### src/sv/lcic_pkg.sv
// ----------------------------------------------------------------------------
// lcic_pkg
// Types and constants shared by the line compare front, queue and back.
// ----------------------------------------------------------------------------
package lcic_pkg;

	localparam int CFG_INDEX_W     = 2;
	localparam int CFG_DATA_W      = 64;
	localparam int NUM_IGNORE_REGS = 4;
	localparam int QUEUE_DEPTH     = 2;
	localparam int KEPT_W          = 32;

	localparam logic [1:0] FUNC_APPEND = 2'd0;
	localparam logic [1:0] FUNC_LINE   = 2'd1;
	localparam logic [1:0] FUNC_CLEAR  = 2'd2;

	localparam logic [7:0] CR_BYTE   = 8'h0D;
	localparam logic [7:0] ZERO_BYTE = 8'h00;

	typedef struct packed {
		logic [1:0] func;
		logic [7:0] data_byte;
		logic       last_byte;
	} in_item_t;

	typedef struct packed {
		logic              line_differs;
		logic [KEPT_W-1:0] kept_lines;
	} out_item_t;

	typedef enum logic [2:0] {
		OP_APPEND,
		OP_CLEAR,
		OP_CMP,
		OP_SKIP,
		OP_CUT
	} op_kind_t;

	typedef struct packed {
		op_kind_t   kind;
		logic [7:0] data_byte;
		logic       last_byte;
	} op_t;

endpackage

### src/sv/lcic_front.sv
// ----------------------------------------------------------------------------
// lcic_front
// Holds the ignore set and classifies each accepted item into a queue op.
// ----------------------------------------------------------------------------
module lcic_front (
	input  logic                           clk,
	input  logic                           arst_n,
	input  logic                           cfg_we,
	input  logic [lcic_pkg::CFG_INDEX_W-1:0] cfg_index,
	input  logic [lcic_pkg::CFG_DATA_W-1:0]  cfg_data,
	input  logic                           in_valid,
	output logic                           in_ready,
	input  lcic_pkg::in_item_t             in_item,
	output logic                           push_valid,
	input  logic                           push_ready,
	output lcic_pkg::op_t                  push_op
);

	logic [lcic_pkg::NUM_IGNORE_REGS-1:0][lcic_pkg::CFG_DATA_W-1:0] ignore_q;
	logic is_ignored;
	logic is_cut;
	logic keep;

	always_ff @(posedge clk or negedge arst_n) begin
		if (!arst_n) begin
			ignore_q <= '0;
		end else if (cfg_we) begin
			ignore_q[cfg_index] <= cfg_data;
		end
	end

	assign is_ignored = ignore_q[in_item.data_byte[7:6]][in_item.data_byte[5:0]];
	assign is_cut     = (in_item.data_byte == lcic_pkg::CR_BYTE) ||
	                    (in_item.data_byte == lcic_pkg::ZERO_BYTE);

	always_comb begin
		keep                = 1'b0;
		push_op.kind        = lcic_pkg::OP_SKIP;
		push_op.data_byte   = in_item.data_byte;
		push_op.last_byte   = in_item.last_byte;
		case (in_item.func)
			lcic_pkg::FUNC_APPEND: begin
				push_op.kind = lcic_pkg::OP_APPEND;
				keep         = (in_item.data_byte != lcic_pkg::ZERO_BYTE) && !is_ignored;
			end
			lcic_pkg::FUNC_LINE: begin
				keep = 1'b1;
				if (is_cut) begin
					push_op.kind = lcic_pkg::OP_CUT;
				end else if (is_ignored) begin
					push_op.kind = lcic_pkg::OP_SKIP;
				end else begin
					push_op.kind = lcic_pkg::OP_CMP;
				end
			end
			lcic_pkg::FUNC_CLEAR: begin
				push_op.kind = lcic_pkg::OP_CLEAR;
				keep         = 1'b1;
			end
			default: begin
				keep = 1'b0;
			end
		endcase
	end

	// dropped items are taken only when the queue has room, keeping order simple
	assign in_ready   = push_ready;
	assign push_valid = in_valid && keep;

endmodule

### src/sv/lcic_queue.sv
// ----------------------------------------------------------------------------
// lcic_queue
// Short queue of classified ops between the front and the back.
// ----------------------------------------------------------------------------
module lcic_queue (
	input  logic          clk,
	input  logic          arst_n,
	input  logic          push_valid,
	output logic          push_ready,
	input  lcic_pkg::op_t push_op,
	output logic          pop_valid,
	input  logic          pop_ready,
	output lcic_pkg::op_t pop_op
);

	localparam int PW = (lcic_pkg::QUEUE_DEPTH > 1) ? $clog2(lcic_pkg::QUEUE_DEPTH) : 1;
	localparam int CW = $clog2(lcic_pkg::QUEUE_DEPTH + 1);

	lcic_pkg::op_t slot_q [lcic_pkg::QUEUE_DEPTH];
	logic [PW-1:0] wr_ptr_q;
	logic [PW-1:0] rd_ptr_q;
	logic [CW-1:0] count_q;
	logic          do_push;
	logic          do_pop;

	assign push_ready = (count_q != CW'(lcic_pkg::QUEUE_DEPTH));
	assign pop_valid  = (count_q != '0);
	assign pop_op     = slot_q[rd_ptr_q];
	assign do_push    = push_valid && push_ready;
	assign do_pop     = pop_valid && pop_ready;

	always_ff @(posedge clk) begin
		if (do_push) begin
			slot_q[wr_ptr_q] <= push_op;
		end
	end

	always_ff @(posedge clk or negedge arst_n) begin
		if (!arst_n) begin
			wr_ptr_q <= '0;
			rd_ptr_q <= '0;
			count_q  <= '0;
		end else begin
			if (do_push) begin
				wr_ptr_q <= (wr_ptr_q == PW'(lcic_pkg::QUEUE_DEPTH - 1)) ? '0 : wr_ptr_q + 1'b1;
			end
			if (do_pop) begin
				rd_ptr_q <= (rd_ptr_q == PW'(lcic_pkg::QUEUE_DEPTH - 1)) ? '0 : rd_ptr_q + 1'b1;
			end
			if (do_push && !do_pop) begin
				count_q <= count_q + 1'b1;
			end else if (do_pop && !do_push) begin
				count_q <= count_q - 1'b1;
			end
		end
	end

endmodule

### src/sv/lcic_back.sv
// ----------------------------------------------------------------------------
// lcic_back
// Pattern store, line match state, differing line count and output register.
// ----------------------------------------------------------------------------
module lcic_back #(
	parameter int PATTERN_MAX = 256
) (
	input  logic               clk,
	input  logic               arst_n,
	input  logic               op_valid,
	output logic               op_ready,
	input  lcic_pkg::op_t      op,
	output logic               out_valid,
	input  logic               out_ready,
	output lcic_pkg::out_item_t out_item
);

	localparam int AW = (PATTERN_MAX > 1) ? $clog2(PATTERN_MAX) : 1;
	localparam int LW = $clog2(PATTERN_MAX + 1);

	logic [7:0]              mem [PATTERN_MAX];
	logic [7:0]              rdata_q;
	logic [LW-1:0]           len_q, len_n;
	logic [LW-1:0]           mp_q, mp_n, mp_line;
	logic                    too_long_q, too_long_n;
	logic                    mis_q, mis_n, mis_line;
	logic                    cut_q, cut_n;
	logic [lcic_pkg::KEPT_W-1:0] kept_q, kept_n;
	logic                    out_valid_q;
	lcic_pkg::out_item_t     out_q;
	lcic_pkg::out_item_t     res;
	logic                    is_result;
	logic                    pop;
	logic                    we;
	logic [AW-1:0]           raddr;
	logic                    differs;

	assign is_result = op.last_byte && (op.kind inside {lcic_pkg::OP_CMP, lcic_pkg::OP_SKIP,
	                                                     lcic_pkg::OP_CUT});
	assign pop       = op_valid && (!is_result || !out_valid_q || out_ready);
	assign op_ready  = pop;

	always_comb begin
		len_n      = len_q;
		too_long_n = too_long_q;
		mp_n       = mp_q;
		mis_n      = mis_q;
		cut_n      = cut_q;
		kept_n     = kept_q;
		mp_line    = mp_q;
		mis_line   = mis_q;
		we         = 1'b0;
		differs    = 1'b0;
		case (op.kind)
			lcic_pkg::OP_APPEND: begin
				if (len_q < LW'(PATTERN_MAX)) begin
					we    = pop;
					len_n = len_q + 1'b1;
				end else begin
					too_long_n = 1'b1;
				end
			end
			lcic_pkg::OP_CLEAR: begin
				len_n      = '0;
				too_long_n = 1'b0;
				kept_n     = '0;
				mp_n       = '0;
				mis_n      = 1'b0;
				cut_n      = 1'b0;
			end
			lcic_pkg::OP_CMP, lcic_pkg::OP_SKIP, lcic_pkg::OP_CUT: begin
				if (!cut_q) begin
					if (op.kind == lcic_pkg::OP_CUT) begin
						cut_n = 1'b1;
					end else if (op.kind == lcic_pkg::OP_CMP) begin
						if ((mp_q < len_q) && (rdata_q == op.data_byte)) begin
							mp_line = mp_q + 1'b1;
						end else begin
							mis_line = 1'b1;
						end
					end
				end
				mp_n  = mp_line;
				mis_n = mis_line;
				if (op.last_byte) begin
					differs = too_long_q || mis_line || (mp_line != len_q);
					if (differs && (kept_q != '1)) begin
						kept_n = kept_q + 1'b1;
					end
					mp_n  = '0;
					mis_n = 1'b0;
					cut_n = 1'b0;
				end
			end
			default: begin
			end
		endcase
		res.line_differs = differs;
		res.kept_lines   = kept_n;
	end

	// read the entry for the next position so it is ready for the next byte
	assign raddr = pop ? mp_n[AW-1:0] : mp_q[AW-1:0];

	always_ff @(posedge clk) begin
		if (we) begin
			mem[len_q[AW-1:0]] <= op.data_byte;
		end
		if (we && (len_q[AW-1:0] == raddr)) begin
			rdata_q <= op.data_byte;
		end else begin
			rdata_q <= mem[raddr];
		end
	end

	always_ff @(posedge clk or negedge arst_n) begin
		if (!arst_n) begin
			len_q      <= '0;
			too_long_q <= 1'b0;
			mp_q       <= '0;
			mis_q      <= 1'b0;
			cut_q      <= 1'b0;
			kept_q     <= '0;
		end else if (pop) begin
			len_q      <= len_n;
			too_long_q <= too_long_n;
			mp_q       <= mp_n;
			mis_q      <= mis_n;
			cut_q      <= cut_n;
			kept_q     <= kept_n;
		end
	end

	always_ff @(posedge clk or negedge arst_n) begin
		if (!arst_n) begin
			out_valid_q <= 1'b0;
		end else if (pop && is_result) begin
			out_valid_q <= 1'b1;
		end else if (out_ready) begin
			out_valid_q <= 1'b0;
		end
	end

	always_ff @(posedge clk) begin
		if (pop && is_result) begin
			out_q <= res;
		end
	end

	assign out_valid = out_valid_q;
	assign out_item  = out_q;

	a_len_bound: assert property (@(posedge clk) disable iff (!arst_n)
		len_q <= LW'(PATTERN_MAX))
		else $error("pattern length beyond store depth");

	a_mp_bound: assert property (@(posedge clk) disable iff (!arst_n)
		mp_q <= len_q)
		else $error("match position past pattern length");

	a_too_long_full: assert property (@(posedge clk) disable iff (!arst_n)
		too_long_q |-> (len_q == LW'(PATTERN_MAX)))
		else $error("overflow flag with store not full");

	a_stall_hold: assert property (@(posedge clk) disable iff (!arst_n)
		(out_valid_q && !out_ready) |=> (out_valid_q && $stable(out_q)))
		else $error("pending result lost or changed while stalled");

endmodule

### src/sv/line_compare_ignoring_charset_core.sv
// ----------------------------------------------------------------------------
// line_compare_ignoring_charset_core
// Line filter comparing text lines to a stored pattern modulo an ignore set.
// A line's result is registered in the back after its last byte passes the queue.
// Throughput: one item per cycle, one store read and compare per byte; a held
// result fills the two-entry queue and then drops in_ready.
// Reset clears the ignore set, pattern length, line state, count and queue;
// the pattern store itself is not cleared and needs no clearing pass.
// ----------------------------------------------------------------------------
module line_compare_ignoring_charset_core #(
	parameter int PATTERN_MAX = 256
) (
	input  logic                             clk,
	input  logic                             arst_n,
	input  logic                             cfg_we,
	input  logic [lcic_pkg::CFG_INDEX_W-1:0] cfg_index,
	input  logic [lcic_pkg::CFG_DATA_W-1:0]  cfg_data,
	input  logic                             in_valid,
	output logic                             in_ready,
	input  lcic_pkg::in_item_t               in_item,
	output logic                             out_valid,
	input  logic                             out_ready,
	output lcic_pkg::out_item_t              out_item
);

	logic          push_valid;
	logic          push_ready;
	lcic_pkg::op_t push_op;
	logic          pop_valid;
	logic          pop_ready;
	lcic_pkg::op_t pop_op;

	lcic_front u_front (
		.clk        (clk),
		.arst_n     (arst_n),
		.cfg_we     (cfg_we),
		.cfg_index  (cfg_index),
		.cfg_data   (cfg_data),
		.in_valid   (in_valid),
		.in_ready   (in_ready),
		.in_item    (in_item),
		.push_valid (push_valid),
		.push_ready (push_ready),
		.push_op    (push_op)
	);

	lcic_queue u_queue (
		.clk        (clk),
		.arst_n     (arst_n),
		.push_valid (push_valid),
		.push_ready (push_ready),
		.push_op    (push_op),
		.pop_valid  (pop_valid),
		.pop_ready  (pop_ready),
		.pop_op     (pop_op)
	);

	lcic_back #(
		.PATTERN_MAX (PATTERN_MAX)
	) u_back (
		.clk       (clk),
		.arst_n    (arst_n),
		.op_valid  (pop_valid),
		.op_ready  (pop_ready),
		.op        (pop_op),
		.out_valid (out_valid),
		.out_ready (out_ready),
		.out_item  (out_item)
	);

endmodule

### config.mk
export PLATFORM = sky130hd
export DESIGN_NAME = line_compare_ignoring_charset_core
export DESIGN_NICKNAME = d
export VERILOG_FILES = /design/src/sv/lcic_pkg.sv /design/src/sv/lcic_front.sv /design/src/sv/lcic_queue.sv /design/src/sv/lcic_back.sv /design/src/sv/line_compare_ignoring_charset_core.sv
export SDC_FILE = /design/constraint.sdc
export NUM_CORES = 2
export LEC_CHECK = 0
export ABC_CLOCK_PERIOD_IN_PS = 5500
export BUFFER_PORTS_ARGS = -buffer_cell sky130_fd_sc_hd__buf_2
export CORE_MARGIN = 2
export CORE_UTILIZATION = 50
export DETAILED_ROUTE_END_ITERATION = 6
export GPL_ROUTABILITY_DRIVEN = 1
export PLACE_DENSITY = 0.66
export SYNTH_ARGS = -nofsm -noshare
export SYNTH_HDL_FRONTEND = slang
export SYNTH_HIERARCHICAL = 1
export SYNTH_SLANG_ARGS = --single-unit
### constraint.sdc
create_clock -name clk -period 5.5 [get_ports clk]
set_clock_uncertainty 0.15 [all_clocks]
set_input_delay 0.55 -clock clk [delete_from_list [all_inputs] [get_ports clk]]
set_output_delay 0.55 -clock clk [all_outputs]
set_load 0.02 [all_outputs]
Word-level counts from Yosys, hierarchy flattened. Memory sizes are Yosys's and may differ from the RTL's. A register that Yosys moved wholly into a read port is not among the register bits. Index checks and enable logic that the tools add are counted.

$add $sub $neg: 7. Magnitude comparators: 6. Equality and inequality tests: 13. Muxes and demuxes: 49. Reduce and logical (&&, ||, !) cells: 38.

Operators by type and width (count): bitwise mux 256 bit (1); binary-select mux 64 bit (select 2 bit) (1); demux 64 bit (select 2 bit) (1); 2-to-1 mux 64 bit (2); 2-to-1 mux 32 bit (2); case mux 32 bit (2 select lines) (1); 2-to-1 mux 9 bit (7); case mux 9 bit (2 select lines) (2); adder 32 x 1 -> 32 bit, second input constant (1); != test 32 bit, second input constant (1); 2-to-1 mux 1 bit (22); adder 9 x 1 -> 9 bit, second input constant (2); logical AND 1 bit (12); nonzero test 2 bit (5); < comparator 9 bit (1); < comparator 9 bit, second input constant (1); != test 9 bit (1); case mux 3 bit (3 select lines) (1); equality test 8 x 4 -> 1 bit, second input constant (1); equality test 8 bit (1); logical NOT 8 bit (1); 2-to-1 mux 8 bit (1); case mux 1 bit (2 select lines) (4); nonzero test 8 bit (1); other kinds (25) (40).

Flip-flop bits (word level): 347. Bits in writable memories: 2072. Input port bits: 82. Output and inout bits: 35. Memories: 2.

Memory list: u_back.mem (words 256, bits a word 8, read ports 1, clocked after memory_dff 1, wr ports 1, line lcic_back.sv:21) `logic [7:0] mem [PATTERN_MAX];`; u_queue.slot_q (words 2, bits a word 12, read ports 1, clocked after memory_dff 0, wr ports 1, line lcic_queue.sv:19) `lcic_pkg::op_t slot_q [lcic_pkg::QUEUE_DEPTH];`.

Depth between registers and ports, before layout. An unclocked memory read counts as a cell.

Depth in word-level cells: 14. Mapped depth: 22. Mapped depth without buffers: 14.

Modules after synthesis. The synthesis kept the hierarchy.

Modules (own cells, without submodules): lcic_back (instances 1, cells an instance 4369, area each 85075.3 um2, seq. area each 64001.4 um2); lcic_front (instances 1, cells an instance 752, area each 11838.9 um2, seq. area each 6406.1 um2); lcic_queue (instances 1, cells an instance 55, area each 1078.5 um2, seq. area each 820.8 um2).

Worst setup path after synthesis. Ideal clock, no wire load.

Path kind: register -> register. Start point: register u_queue.rd_ptr_q. End point: register u_back.out_q (netlist bit u_back/out_item[24]) (data pin). Setup time: 269 ps. Arrival time: 4618 ps. Required time: 5081 ps. Path slack: 463 ps. Stages on the path, launching flop included: 15. Buffers on the path: 4. Period minus slack after synthesis: 5037 ps. Cell sequence: dfrtp_1 -> buf_6 -> mux2_2 -> inv_1 -> and3_1 -> nor4b_2 -> and4_1 -> buf_2 -> a31oi_1 -> nand4b_1 -> and3_4 -> buf_6 -> buf_4 -> o311ai_0 -> o21ai_1.

RTL lines: start, declared (line lcic_queue.sv:21) `logic [PW-1:0] rd_ptr_q;`; start signal, assigned (line lcic_queue.sv:48) `rd_ptr_q <= (rd_ptr_q == PW'(lcic_pkg::QUEUE_DEPTH - 1)) ? '0 : rd_ptr_q + 1'b1;`; end signal, assigned (line lcic_back.sv:146) `out_q <= res;`; end, declared (line lcic_back.sv:30) `lcic_pkg::out_item_t out_q;`.

==> impl_metrics.toml <==
[outcome]
outcome = "finished clean"

[logic_synthesis]
syn_nets = 5276
yosysTopAreaCellShare_pct = 64.5
synth_edf_count = 2105
synthTopCellsByArea = "edfxtp_1, mux4_2, dfrtp_1"
syn_area_per_cell_um2 = 18.9
yosys.area.top_type = "edfxtp_1"
yosys_warnings = 6
synth_flop_cell = "edfxtp_1"
netlist-cell-type-count = 92
synth-seq-area-share_pct = 72.7
ys_ff_latch = 2427
netlist_area_mm2 = 0.0980
synthCells = 5176
async_flop_share_pct = 12.9

[clock_network]
cts.path.max_buffers = 3
htreeDepth = 4
cts-buffers-inserted = 235
clk_latency_ns = 0.88
root_buffer = "clkbuf_16"
path_clk_slew_ns = 0.07
cts_sinks = 2427
cts_tree = "done"

[setup_path]
reg2reg_to = "u_back/kept_q[11]"
worst_path_max_delay_cell = "mux4_2"
path_class = "register to register"
cp_common_cell = "buf_4"
worst-path-max-fanout = 22
crit_end = "u_back/kept_q[11]"
path_cells = "buf_12 > buf_4 > mux4_2 > nor3b_1 > a31oi_2 > nand3_1 > nor4b_2 > buf_4 > nor4_1 > xnor2_1 > nand4_1 > buf_4 > o311ai_1 > nand4b_1 > and3_4 > buf_12 > or4_1 > o211ai_1"
cp-start-kind = "register"
max_stage_delay_ns = 0.56
crit_arrival_ns = 6.00
required_ns = 6.14
rr_worst_depth = 18
r2r_setup_slack_ns = 0.15
critPathCaptureType = "register"

[placement]
place_congestion = 0.888
io_buffers = 116
place_hpwl_mm = 157

[floorplan]
rows = 162
initial_utilization_pct = 50.3
io_pins = 117
die_w_um = 447
die_h_um = 447
fp.dieArea_mm2 = 0.200
coreArea_mm2 = 0.195

[global_route]
antenna_found_initial = 3
grt_usage_pct = 25.2
overflow = 0
grt_max_degree = 128
grt_pass1_wl_mm = 366
grt_pass1_vias = 52694

[min_path]
hold_path_depth = 1
min_from = "in_item[7]"
hold_path_class = "input port to register"

[detailed_routing]
drtPass1Iterations = 6
remaining_drc_errors = 0
routedWlPerCell_um = 29.8
drtIter0Drc = 5745
via_count = 52709
viasPerCell = 6.25
routed_wl_mm = 251
ant_nets = 0

[sta]
worst-slew-pin-transition_ns = 1.22
setup_tns_ns = 0
hold_viol_final = 0
finalCriticalPeriod_ns = 5.35
drv_slew = 0
final.period_utilization_pct = 97.4
whs_ns = 0.0824
max_freq_mhz = 187
setup_viol = 0
slew_headroom_pct = 18.6

[pwr]
p_leak_nw = 35.7
power_density_mw_per_mm2 = 386
peakVddDrop_mv = 0.351

[layout]
utilization_pct = 57.3
fin_nets = 5709
syn2layout_area_growth_pct = 13.9
drive_gt1_share_pct = 28.2

[run]
drv_cap = 0
[sequential cells by signal, indices dropped and copies added, names as in the netlist, 2 cells and up, named ones only]
signal,count
u_queue/slot_q,24
u_back/mp_q,9
u_front/ignore_q,256
u_back/len_q,9
u_back/kept_q,32
u_back/out_item,33
u_queue/count_q,2
u_back/mem,2048
[cells in the final DEF, fill, tap and decap left out, types with 20 or more instances in the layout]
cell type / netlist / routed
o22ai_1: 48 / 48
a21oi_1: 57 / 57
buf_2: 96 / 114
nor2_1: 328 / 326
nor2b_1: 28 / 24
and3_1: 23 / 23
o21ai_0: 67 / 65
clkbuf_16: 0 / 237
or4_1: 21 / 21
buf_12: 0 / 38
or3_1: 20 / 20
a31oi_1: 25 / 24
mux2i_1: 206 / 205
nand2b_1: 30 / 30
nand4_1: 31 / 31
xnor2_1: 20 / 20
inv_1: 23 / 23
mux2_2: 284 / 276
clkbuf_1: 130 / 42
mux4_2: 519 / 519
and2_1: 22 / 22
nand2_1: 174 / 172
nor3_1: 51 / 48
o211ai_1: 25 / 25
a22oi_1: 92 / 92
clkinv_1: 2 / 59
buf_4: 45 / 282
nand3_1: 96 / 95
dlygate4sd3_1: 0 / 76
edfxtp_1: 2105 / 2105
dfrtp_1: 314 / 314
clkinv_2: 0 / 50
[layer usage]
metal	vias up	track usage (%)	wire length (µm)
met5	-	0	13
met4	2	8.56	8400
met3	443	4.36	20700
met2	2393	40.2	121000
met1	28003	35.4	101000
li1	21868	-	-
[report_power, final]
| part | switching (mW) | internal [mW] |
|---|---|---|
| combinational | 3.45 | 1.38 |
| sequential | 0.404 | 22.2 |
| clock | 6.91 | 8.68 |
| total | 10.8 | 32.3 |
[critical path: cells and delay by family (launching register included)]
family                    cells  cell delay, ns
xor gates and xnor gates      1            0.23
DFF                           1            0.44
buffers and inverters         5            1.12
and+or+nand+nor               8            1.97
AOI/OAI and AO/OA             3            0.73
muxes                         1            0.56
[repair_timing]
| action | 4_1_cts | 5_1_grt |
|---|---|---|
| setup buffers | 3 | 7 |
| resized for setup | 4 | 19 |
| pin swaps | 0 | 1 |
| hold endpoints to repair | 383 | 0 |
| setup endpoints to repair | 65 | 58 |
| hold buffers | 76 | 0 |
| gates cloned | 0 | 1 |
[area by class of cell]
class	count	area [µm²]
multi-input cells	2401	25100
flip-flops and latches	2427	71200
clock inverters	148	1280
diodes	2	5.00
inverters	26	97.6
fillers	14407	83200
repair buffers	518	4370
well taps	2624	3280
clock buffers	286	6170
[cell usage after synthesis, types with 51 or more instances]
cell type	instances
edfxtp_1	2105
mux4_2	519
nor2_1	328
dfrtp_1	314
mux2_2	284
mux2i_1	206
nand2_1	174
clkbuf_1	130
buf_2	96
nand3_1	96
a22oi_1	92
o21ai_0	67
a21oi_1	57
nor3_1	51
[through the flow]
stage                     cell area [µm²]  power (mW)  worst slack [ns]  instances
final                              112000        43.1             0.145       8432
after global routing               112000        44.4          -0.00149       8431
after CTS                          111000        43.3            0.0118       8422
after detailed placement           103000        27.8            -0.410       7909
after global placement             103000        27.6            -0.465       7909
after floorplan                     98000        25.7             0.463       5176
[kinds of logic after synthesis]
logic type	count (synthesis)	synth area share, %
compound gates	459	3.26
xor+xnor	24	0.215
fa+ha+maj	19	0.240
buf+inv	348	1.93
flops	2427	72.7
mux	1010	17.3
simple gates	889	4.36
[how the worst min path moves through the flow]
| stage | end | slack (ns) |
|---|---|---|
| floorplan | u_back/cut_q | 0.10 |
| global placement | u_back/too_long_q | 0.32 |
| detailed placement | u_back/mis_q | 0.33 |
| CTS | u_queue/slot_q[1][2] | 0.03 |
| global route | u_queue/slot_q[1][2] | 0.05 |
| finish | u_queue/slot_q[1][7] | 0.08 |
Note: power is estimated with default switching activity, not from simulation.
